File: src/design/mvm_pkg.sv
// Shared types and constants for the streamed matrix-vector multiply.
// No dependencies; every other file in the design refers to it by scoped names.
`default_nettype none

package mvm_pkg;

    localparam int DATA_W      = 32;
    localparam int INDEX_W     = 3;
    localparam int ROW_OUT_W   = 4;
    // Position arithmetic width: holds COLS up to 64 plus an index without wrap.
    localparam int POS_W       = 7;
    localparam int QUEUE_DEPTH = 3;
    localparam int QPTR_W      = 2;
    localparam int LEVEL_W     = 2;

    localparam logic KIND_LOAD   = 1'b0;
    localparam logic KIND_MATRIX = 1'b1;

    typedef logic [DATA_W-1:0] data_t;

    // Control that rides with one product through the multiply stage.
    typedef struct packed {
        logic                 valid;
        logic                 last_col;
        logic                 final_row;
        logic [ROW_OUT_W-1:0] row;
    } mac_ctrl_t;

    typedef struct packed {
        logic [ROW_OUT_W-1:0] row;
        data_t                dot_product;
        logic                 final_row;
    } result_t;

endpackage

`default_nettype wire

File: src/design/matrix_vector_multiply_core.sv
// Channel   Ports                                   Moves
// input     s_valid s_ready s_kind s_index s_value   vector load or matrix element
// result    m_valid m_ready m_row m_dot_product      one finished row
//           m_final_row
// One item transfers per cycle while s_ready is high; a finished row is queued.
// The 32x32 multiply is registered, then added into the row accumulator.
// Vector elements sit in a ring of COLS cells that rotates once per matrix element.
// A three-entry result queue lets input run on while results wait; s_ready drops only
// when the queue and the multiply stage together could not absorb another row.
// Synchronous active-low reset clears counters, accumulator and queue, not vector cells.
`default_nettype none

module matrix_vector_multiply_core #(
    parameter int COLS = 8,
    parameter int ROWS = 16
) (
    input  wire logic                              aclk,
    input  wire logic                              aresetn,
    input  wire logic                              s_valid,
    output logic                                   s_ready,
    input  wire logic                              s_kind,
    input  wire logic [mvm_pkg::INDEX_W-1:0]       s_index,
    input  wire logic signed [mvm_pkg::DATA_W-1:0] s_value,
    output logic                                   m_valid,
    input  wire logic                              m_ready,
    output logic [mvm_pkg::ROW_OUT_W-1:0]          m_row,
    output logic signed [mvm_pkg::DATA_W-1:0]      m_dot_product,
    output logic                                   m_final_row
);

    localparam int COL_W = (COLS > 1) ? $clog2(COLS) : 1;
    localparam int ROW_W = (ROWS > 1) ? $clog2(ROWS) : 1;
    localparam logic [COL_W-1:0] LAST_COL = COL_W'(COLS - 1);
    localparam logic [ROW_W-1:0] LAST_ROW = ROW_W'(ROWS - 1);
    localparam logic [mvm_pkg::POS_W-1:0] COLS_POS = mvm_pkg::POS_W'(COLS);

    logic [COL_W-1:0]                   col_reg;
    logic [COL_W-1:0]                   col_next;
    logic [ROW_W-1:0]                   row_cnt_reg;
    logic [ROW_W-1:0]                   row_cnt_next;
    logic [ROW_W+mvm_pkg::ROW_OUT_W-1:0] row_wide;
    logic                               accept;
    logic                               mat_accept;
    logic                               load_accept;
    logic                               is_last_col;
    logic                               is_final_row;
    logic [mvm_pkg::POS_W-1:0]          idx_pos;
    logic [mvm_pkg::POS_W-1:0]          col_pos;
    logic [mvm_pkg::POS_W-1:0]          phys_pos;
    logic                               idx_in_range;
    mvm_pkg::data_t                     elem [COLS];
    mvm_pkg::mac_ctrl_t                 mac_ctrl;
    logic                               last_pending;
    logic                               push_valid;
    mvm_pkg::result_t                   push_data;
    mvm_pkg::result_t                   out_data;
    logic [mvm_pkg::LEVEL_W-1:0]        level;
    logic [mvm_pkg::LEVEL_W:0]          committed;

    // Reserve a queue slot for a row end still in the multiply stage.
    assign committed = {1'b0, level} + {{mvm_pkg::LEVEL_W{1'b0}}, last_pending};
    assign s_ready   = (committed <= (mvm_pkg::LEVEL_W + 1)'(mvm_pkg::QUEUE_DEPTH - 1));

    assign accept      = s_valid && s_ready;
    assign mat_accept  = accept && (s_kind == mvm_pkg::KIND_MATRIX);
    assign load_accept = accept && (s_kind == mvm_pkg::KIND_LOAD);

    assign is_last_col  = (col_reg == LAST_COL);
    assign is_final_row = (row_cnt_reg == LAST_ROW);

    always_comb begin
        col_next     = col_reg;
        row_cnt_next = row_cnt_reg;
        if (mat_accept) begin
            if (is_last_col) begin
                col_next     = '0;
                row_cnt_next = is_final_row ? '0 : row_cnt_reg + 1'b1;
            end else begin
                col_next = col_reg + 1'b1;
            end
        end
    end

    always_ff @(posedge aclk) begin
        if (!aresetn) begin
            col_reg     <= '0;
            row_cnt_reg <= '0;
        end else begin
            col_reg     <= col_next;
            row_cnt_reg <= row_cnt_next;
        end
    end

    // Cell p holds logical element (p + col) mod COLS; map a load index back to its cell.
    assign idx_pos      = mvm_pkg::POS_W'(s_index);
    assign col_pos      = mvm_pkg::POS_W'(col_reg);
    assign idx_in_range = (idx_pos < COLS_POS);
    assign phys_pos     = (idx_pos >= col_pos) ? (idx_pos - col_pos)
                                               : (idx_pos + COLS_POS - col_pos);

    for (genvar i = 0; i < COLS; i++) begin : g_cell
        mvm_cell u_cell (
            .aclk       (aclk),
            .shift_en   (mat_accept),
            .load_en    (load_accept && idx_in_range
                         && (phys_pos == mvm_pkg::POS_W'(i))),
            .load_data  (s_value),
            .shift_data (elem[(i + 1) % COLS]),
            .elem       (elem[i])
        );
    end

    assign row_wide = {{mvm_pkg::ROW_OUT_W{1'b0}}, row_cnt_reg};

    assign mac_ctrl.valid     = mat_accept;
    assign mac_ctrl.last_col  = is_last_col;
    assign mac_ctrl.final_row = is_final_row;
    assign mac_ctrl.row       = row_wide[mvm_pkg::ROW_OUT_W-1:0];

    mvm_mac u_mac (
        .aclk         (aclk),
        .aresetn      (aresetn),
        .in_ctrl      (mac_ctrl),
        .in_value     (s_value),
        .in_vec       (elem[0]),
        .last_pending (last_pending),
        .push_valid   (push_valid),
        .push_data    (push_data)
    );

    mvm_out_queue u_queue (
        .aclk       (aclk),
        .aresetn    (aresetn),
        .push_valid (push_valid),
        .push_data  (push_data),
        .pop_ready  (m_ready),
        .pop_valid  (m_valid),
        .pop_data   (out_data),
        .level      (level)
    );

    assign m_row         = out_data.row;
    assign m_dot_product = out_data.dot_product;
    assign m_final_row   = out_data.final_row;

endmodule

`default_nettype wire

File: src/design/mvm_cell.sv
// One vector cell of the rotating element ring.
// Depends on mvm_pkg for the element type.
`default_nettype none

module mvm_cell (
    input  wire logic          aclk,
    input  wire logic          shift_en,
    input  wire logic          load_en,
    input  wire mvm_pkg::data_t load_data,
    input  wire mvm_pkg::data_t shift_data,
    output mvm_pkg::data_t      elem
);

    mvm_pkg::data_t elem_reg;

    // Contents are undefined until loaded, so no reset.
    always_ff @(posedge aclk) begin
        if (load_en) begin
            elem_reg <= load_data;
        end else if (shift_en) begin
            elem_reg <= shift_data;
        end
    end

    assign elem = elem_reg;

endmodule

`default_nettype wire

File: src/design/mvm_mac.sv
// Multiply stage and row accumulator; emits one result per finished row.
// Depends on mvm_pkg for the control and result structs.
`default_nettype none

module mvm_mac (
    input  wire logic              aclk,
    input  wire logic              aresetn,
    input  wire mvm_pkg::mac_ctrl_t in_ctrl,
    input  wire mvm_pkg::data_t     in_value,
    input  wire mvm_pkg::data_t     in_vec,
    output logic                    last_pending,
    output logic                    push_valid,
    output mvm_pkg::result_t        push_data
);

    mvm_pkg::mac_ctrl_t ctrl_reg;
    mvm_pkg::data_t     prod_reg;
    mvm_pkg::data_t     acc_reg;
    mvm_pkg::data_t     acc_next;
    mvm_pkg::data_t     sum;

    // Low half of the product only; wraps the same for signed and unsigned.
    always_ff @(posedge aclk) begin
        if (!aresetn) begin
            ctrl_reg.valid <= 1'b0;
        end else begin
            ctrl_reg.valid <= in_ctrl.valid;
        end
        ctrl_reg.last_col  <= in_ctrl.last_col;
        ctrl_reg.final_row <= in_ctrl.final_row;
        ctrl_reg.row       <= in_ctrl.row;
        prod_reg           <= in_value * in_vec;
    end

    assign sum = acc_reg + prod_reg;

    always_comb begin
        acc_next = acc_reg;
        if (ctrl_reg.valid) begin
            acc_next = ctrl_reg.last_col ? '0 : sum;
        end
    end

    always_ff @(posedge aclk) begin
        if (!aresetn) begin
            acc_reg <= '0;
        end else begin
            acc_reg <= acc_next;
        end
    end

    assign last_pending          = ctrl_reg.valid && ctrl_reg.last_col;
    assign push_valid            = last_pending;
    assign push_data.row         = ctrl_reg.row;
    assign push_data.dot_product = sum;
    assign push_data.final_row   = ctrl_reg.final_row;

endmodule

`default_nettype wire

File: src/design/mvm_out_queue.sv
// Small result queue between the accumulator and the output channel.
// Depends on mvm_pkg for the result struct and the queue depth.
`default_nettype none

module mvm_out_queue (
    input  wire logic                          aclk,
    input  wire logic                          aresetn,
    input  wire logic                          push_valid,
    input  wire mvm_pkg::result_t              push_data,
    input  wire logic                          pop_ready,
    output logic                               pop_valid,
    output mvm_pkg::result_t                   pop_data,
    output logic [mvm_pkg::LEVEL_W-1:0]        level
);

    mvm_pkg::result_t                   entry_reg [mvm_pkg::QUEUE_DEPTH];
    logic [mvm_pkg::QPTR_W-1:0]         wr_ptr_reg;
    logic [mvm_pkg::QPTR_W-1:0]         wr_ptr_next;
    logic [mvm_pkg::QPTR_W-1:0]         rd_ptr_reg;
    logic [mvm_pkg::QPTR_W-1:0]         rd_ptr_next;
    logic [mvm_pkg::LEVEL_W-1:0]        count_reg;
    logic [mvm_pkg::LEVEL_W-1:0]        count_next;
    logic                               pop;

    localparam logic [mvm_pkg::QPTR_W-1:0] LAST_PTR =
        mvm_pkg::QPTR_W'(mvm_pkg::QUEUE_DEPTH - 1);

    assign pop = pop_valid && pop_ready;

    always_comb begin
        wr_ptr_next = wr_ptr_reg;
        rd_ptr_next = rd_ptr_reg;
        count_next  = count_reg;
        if (push_valid) begin
            wr_ptr_next = (wr_ptr_reg == LAST_PTR) ? '0 : wr_ptr_reg + 1'b1;
        end
        if (pop) begin
            rd_ptr_next = (rd_ptr_reg == LAST_PTR) ? '0 : rd_ptr_reg + 1'b1;
        end
        if (push_valid && !pop) begin
            count_next = count_reg + 1'b1;
        end else if (pop && !push_valid) begin
            count_next = count_reg - 1'b1;
        end
    end

    always_ff @(posedge aclk) begin
        if (!aresetn) begin
            wr_ptr_reg <= '0;
            rd_ptr_reg <= '0;
            count_reg  <= '0;
        end else begin
            wr_ptr_reg <= wr_ptr_next;
            rd_ptr_reg <= rd_ptr_next;
            count_reg  <= count_next;
        end
    end

    always_ff @(posedge aclk) begin
        if (push_valid) begin
            entry_reg[wr_ptr_reg] <= push_data;
        end
    end

    assign pop_valid = (count_reg != '0);
    assign pop_data  = entry_reg[rd_ptr_reg];
    assign level     = count_reg;

endmodule

`default_nettype wire

File: config.mk
export PLATFORM = sky130hd
export DESIGN_NAME = matrix_vector_multiply_core
export DESIGN_NICKNAME = d
export VERILOG_FILES = /design/src/design/mvm_pkg.sv /design/src/design/matrix_vector_multiply_core.sv /design/src/design/mvm_cell.sv /design/src/design/mvm_mac.sv /design/src/design/mvm_out_queue.sv
export SDC_FILE = /design/constraint.sdc
export NUM_CORES = 2
export LEC_CHECK = 0
export ABC_AREA = 1
export BUFFER_PORTS_ARGS = -buffer_cell sky130_fd_sc_hd__buf_2
export CAP_MARGIN = 10
export CELL_PAD_IN_SITES_DETAIL_PLACEMENT = 1
export CELL_PAD_IN_SITES_GLOBAL_PLACEMENT = 1
export CORE_MARGIN = 2
export CORE_UTILIZATION = 32
export DETAILED_ROUTE_END_ITERATION = 7
export PLACE_DENSITY = 0.62
export SKIP_LAST_GASP = 1
export SLEW_MARGIN = 25
export SYNTH_ARGS = -nofsm -noshare
export SYNTH_HDL_FRONTEND = slang
export SYNTH_SLANG_ARGS = --single-unit
export TNS_END_PERCENT = 10
File: constraint.sdc
create_clock -name aclk -period 10.6 [get_ports aclk]
set_clock_uncertainty 0.05 [all_clocks]
set_input_delay 0.53 -clock aclk [delete_from_list [all_inputs] [get_ports aclk]]
set_output_delay 0.53 -clock aclk [all_outputs]
set_load 0.05 [all_outputs]
After elaboration in Yosys (flattened, before gate mapping)
Memories as Yosys holds them, arrays and structs flattened. A register that Yosys moved wholly into a read port is not among the register bits.
Index checks and enable logic that the tools add are counted.
Storage, ports and cells
  bits in writable memories: 111
  ROM bits: 0
  register bits after elaboration: 340
  bits in latches: 0
  input port bits: 40
  word-level logic and storage cells: 105
  memories kept: 1
Operators by class
  $mul: 1
  reduce and logical (&&, ||, !) cells: 30
  magnitude comparators: 3
  bitwise gates (word level): 1
  shift operators: 0
  add/subtract/negate cells: 11
  mux-type cells: 28
  equality and inequality tests: 11
  divide/modulo/power cells: 0
Memories
  u_queue.entry_reg: depth 3, bits a word 37, read ports 1, clocked after Yosys merged registers in 1, wr ports 1, line mvm_out_queue.sv:16  | mvm_pkg::result_t entry_reg [mvm_pkg::QUEUE_DEPTH];
Operator list (count)
  two-way mux 32 bit: 17
  adder 32 bit: 1
  multiplier 32 x 32 -> 32 bit: 1
  == test 7 x 3 -> 1 bit, second input constant: 4
  nonzero test 2 bit: 10
  logical AND 1 bit: 16
  == test 7 x 2 -> 1 bit, second input constant: 2
  two-way mux 2 bit: 6
  == test 7 x 1 -> 1 bit, second input constant: 1
  logical NOT 7 bit: 1
  two-way mux 7 bit: 1
  adder 2 x 1 -> 2 bit, second input constant: 3
  subtractor 5 x 3 -> 6 bit: 1
  adder 3 x 4 -> 5 bit, second input constant: 1
  adder 4 x 1 -> 4 bit, second input constant: 1
  == test 2 bit, second input constant: 2
  == test 4 bit, second input constant: 1
  less-than comparator 3 x 4 -> 1 bit, second input constant: 1
  two-way mux 4 bit: 1
  subtractor 3 x 3 -> 4 bit: 1
  adder 2 x 1 -> 3 bit: 1
  adder 3 x 1 -> 3 bit, second input constant: 1
  == test 3 bit, second input constant: 1
  >= comparator 3 bit: 1
  other kinds (7): 9

Depth between registers and ports, before layout
  depth in word-level cells: 8
  mapped depth: 32
  depth with buffers taken out: 30

Modules after synthesis
Synthesis repeated with hierarchy kept, for this count alone.
Unflattened totals
  cells, all modules: 4282
  area total of the unflattened synthesis: 37258.2 sq um
Modules (own cells, without submodules)
  mvm_mac: area each 20676.1 sq um, instances 1, cells an instance 2769
  mvm_cell: area each 1401.3 sq um, instances 8, cells an instance 137
  mvm_out_queue: area each 4718.3 sq um, instances 1, cells an instance 324
  matrix_vector_multiply_core: area each 653.1 sq um, instances 1, cells an instance 93

Worst setup path after synthesis
Ideal clock, no wire load.
  kind: input to register
  start: input s_value[13] (netlist name)
  end: register u_mac.prod_reg[25]
  path buffers: 2
  data required time: 10430 ps
  stages: 24
  library setup time: 120 ps
  arrival time: 6479 ps
  slack: 3951 ps
  cells stage by stage: clkbuf_1 -> buf_1 -> nand2_1 -> fa_1 -> fa_1 -> inv_1 -> fa_1 -> inv_1 -> fa_1 -> fa_1 -> fa_1 -> inv_1 -> fa_1 -> fa_1 -> ha_1 -> a21oi_1 -> o21bai_1 -> a31oi_1 -> nand3_1 -> nand2_1 -> nand2_1 -> nand3_1 -> nand2_1 -> xor2_1
On the way
  longest elaborated chain between the ends: 1
RTL lines
  start, declared: line matrix_vector_multiply_core.sv:23  | input wire logic signed [mvm_pkg::DATA_W-1:0] s_value,
  multiplier 32 x 32 -> 32 bit: line mvm_mac.sv:32  | prod_reg <= in_value * in_vec;
  end signal, assigned: line mvm_mac.sv:32
  end, declared: line mvm_mac.sv:17  | mvm_pkg::data_t prod_reg;
No other way between the ends.
A chain may end at the register's enable or synchronous reset.

Worst setup path after layout
  start: register g_cell[0].u_cell.elem_reg[19]
  end: register u_mac.prod_reg[31]
On the way
  longest elaborated chain between the ends: 1
RTL lines
  start, declared: line mvm_cell.sv:14  | mvm_pkg::data_t elem_reg;
  start signal, assigned: line mvm_cell.sv:19  | elem_reg <= load_data;
  start signal, assigned: line mvm_cell.sv:21  | elem_reg <= shift_data;
  multiplier 32 x 32 -> 32 bit: line mvm_mac.sv:32
No other way between the ends.

==> impl_metrics.py <==
metrics = {
    "outcome": {
        "status": "finished clean",
    },
    "global_routing": {
        "grt_max_degree": 66,
        "grt_overflow": 0,
        "grt_pass1_vias": 29000,
        "grt_pass1_wl_um": 169000,
        "antenna_found_initial": 5,
        "grt.total_usage": 0.188,
    },
    "floorplanning": {
        "ios": 79,
        "core_um2": 112000,
        "die_w_um": 340,
        "die_area_um2": 116000,
        "die_y_um": 340,
        "core.rowCount": 123,
        "initial_core_util": 0.322,
    },
    "routing": {
        "routed_via_density": 4.75,
        "dr.pass1.iters": 5,
        "ant_nets": 0,
        "wl_um": 107000,
        "drc": 0,
        "drt_iter0_drc": 1252,
        "via_count": 26700,
        "detail_route.wl_per_cell_um": 19.0,
    },
    "synthesis": {
        "synth_nets": 4706,
        "syn_area_um2": 36100,
        "syn_avg_cell_area_um2": 8.83,
        "ys.flop_type": "edfxtp_1",
        "ys_async_sr_fraction": 0,
        "synth_cell_type_count": 49,
        "synth_seq_area_share": 0.353,
        "syn_inst": 4091,
        "yosysWarnings": 0,
        "ys_seq_elements": 453,
        "synth-edff-count": 367,
    },
    "clocking": {
        "postCtsHoldBufs": 0,
        "clock_insertion_delay_worst_skew_ns": 0.61,
        "cts_made_buffers": 49,
        "cts_root_buffer": "clkbuf_16",
        "cts_tree": "done",
        "clock_path_buffers": 3,
        "htree_levels": 2,
        "cts_num_sinks": 453,
        "cts.reportedPaths.clkPinSlew_ns": 0.06,
        "post_cts_resized": 0,
        "cts_setup_buffers": 0,
    },
    "sta": {
        "fin_tns_setup_ns": 0,
        "rsz0062_at_grt": "no",
        "tightest_slew_ns": 0.934,
        "min_period_over_period": 0.672,
        "finalHoldViolations": 0,
        "min_period_ns": 7.12,
        "postLayoutSetupSlackWorst_ns": 3.48,
        "slew_viol_final": 0,
        "finalSetupViolations": 0,
        "fmax_ghz": 0.140,
        "slew_headroom": 0.378,
    },
    "placed_design": {
        "io_buffer_count": 78,
        "gp_congestion": 0.845,
        "dpl.cell_count": 5520,
        "dpl.hpwl_um": 77000,
        "placed_area_um2": 37800,
        "place_worst_setup_slack_ns": 3.26,
    },
    "final_layout": {
        "finalNonFillerCells": 5613,
        "synthToLayoutAreaGrowth_pct": 9.35,
        "layout-drive-gt1-share": 0.0601,
        "final_nets": 4686,
        "final_common_cell": "nand2_1",
        "final_cell_mix": "1,150 x nand2_1, 867 x inv_1, 411 x fa_1, 367 x edfxtp_1, 191 x o21ai_1",
        "design_area_um2": 39500,
        "largest_reg_flops": 256,
    },
    "setup_path": {
        "crit_type": "reg2reg",
        "arrival_ns": 7.56,
        "endpoint_kind": "flip-flop",
        "critPathLaunchType": "flip-flop",
        "crit_required_ns": 11.04,
        "cp_max_fo": 14,
    },
    "run": {
        "max_cap_violations": 0,
    },
    "worst_hold_path": {
        "hold_class": "in2reg",
    },
}
==> metrics by stage <==
step | hold slack [ns] | utilization
after floorplan | 0.306 | -
after global placement | 0.326 | 0.337
after detailed placement | 0.327 | 0.337
after CTS | 0.150 | 0.352
after global routing | 0.205 | 0.352
final | 0.186 | 0.352
==> per-layer routing <==
layer	up-vias	track usage	routed length (um)
met5	-	0	13
met4	2	0.0486	2840
met3	143	0.0209	3580
met2	404	0.329	52400
met1	13600	0.246	47800
li1	12500	-	-
==> cells in the mapped netlist, types with 86 or more instances <==
master    number  area share
nand2_1     1163        0.12
inv_1        867       0.090
fa_1         411        0.23
edfxtp_1     367        0.31
o21ai_1      191       0.026
a21oi_1      178       0.025
ha_1         164       0.057
o21ai_0      112       0.016
nor2_1       107       0.011
nand3_1      100       0.014
clkbuf_1      94      0.0098
dfxtp_1       86       0.048
==> logic make-up after synthesis <==
kind of cell | count (synthesis) | share of synthesized area
adder cells (fa/ha/maj) | 575 | 0.285
buffers and inverters | 1061 | 0.117
XOR/XNOR | 54 | 0.0135
AO/OA/AOI/OAI | 520 | 0.0750
AND/OR/NAND/NOR | 1428 | 0.157
flip-flops | 453 | 0.353
==> worst max-delay path, cell delays in order (launching register included) <==
cell,delay [ns]
edfxtp_1,0.92
nand2_1,0.15
fa_1,0.52
inv_1,0.05
fa_1,0.53
inv_1,0.05
fa_1,0.49
inv_1,0.05
fa_1,0.52
inv_1,0.06
fa_1,0.50
fa_1,0.43
fa_1,0.49
inv_1,0.05
fa_1,0.58
ha_1,0.43
nand2_1,0.09
nor2_1,0.15
nand2_1,0.10
a31oi_1,0.19
a211oi_1,0.07
nand2_1,0.32
inv_1,0.08
nand2_1,0.08
nand2_1,0.04
==> worst paths after layout <==
path	from	endpoint	slack (ns)	cells past startpoint
max reg2reg	g_cell[0].u_cell.elem[19]$_DFFE_PP_	u_mac.prod_reg[31]$_DFF_P_	3.48	24
min reg2reg	row_cnt_reg[3]$_SDFFE_PN0P_	u_mac.push_data[36]$_DFF_P_	0.34	0
min	m_ready	u_queue.rd_ptr_reg[0]$_SDFFE_PN0P_	0.19	3
max	g_cell[0].u_cell.elem[19]$_DFFE_PP_	u_mac.prod_reg[31]$_DFF_P_	3.48	24
==> area by class of cell <==
type                       instances  area, um2
antenna                            2       5.00
clock buffer                      55       1260
clock inverter                    36        424
fill                           13200      72700
inverter                         869       3260
multi-input combinational       2577      19200
sequential                       453      12700
tap                             1500       1880
timing repair buffer             121        713
Power is left out: the tool's default activity adds up to more than one toggle a clock period on the data nets, which glitch-free logic cannot reach.
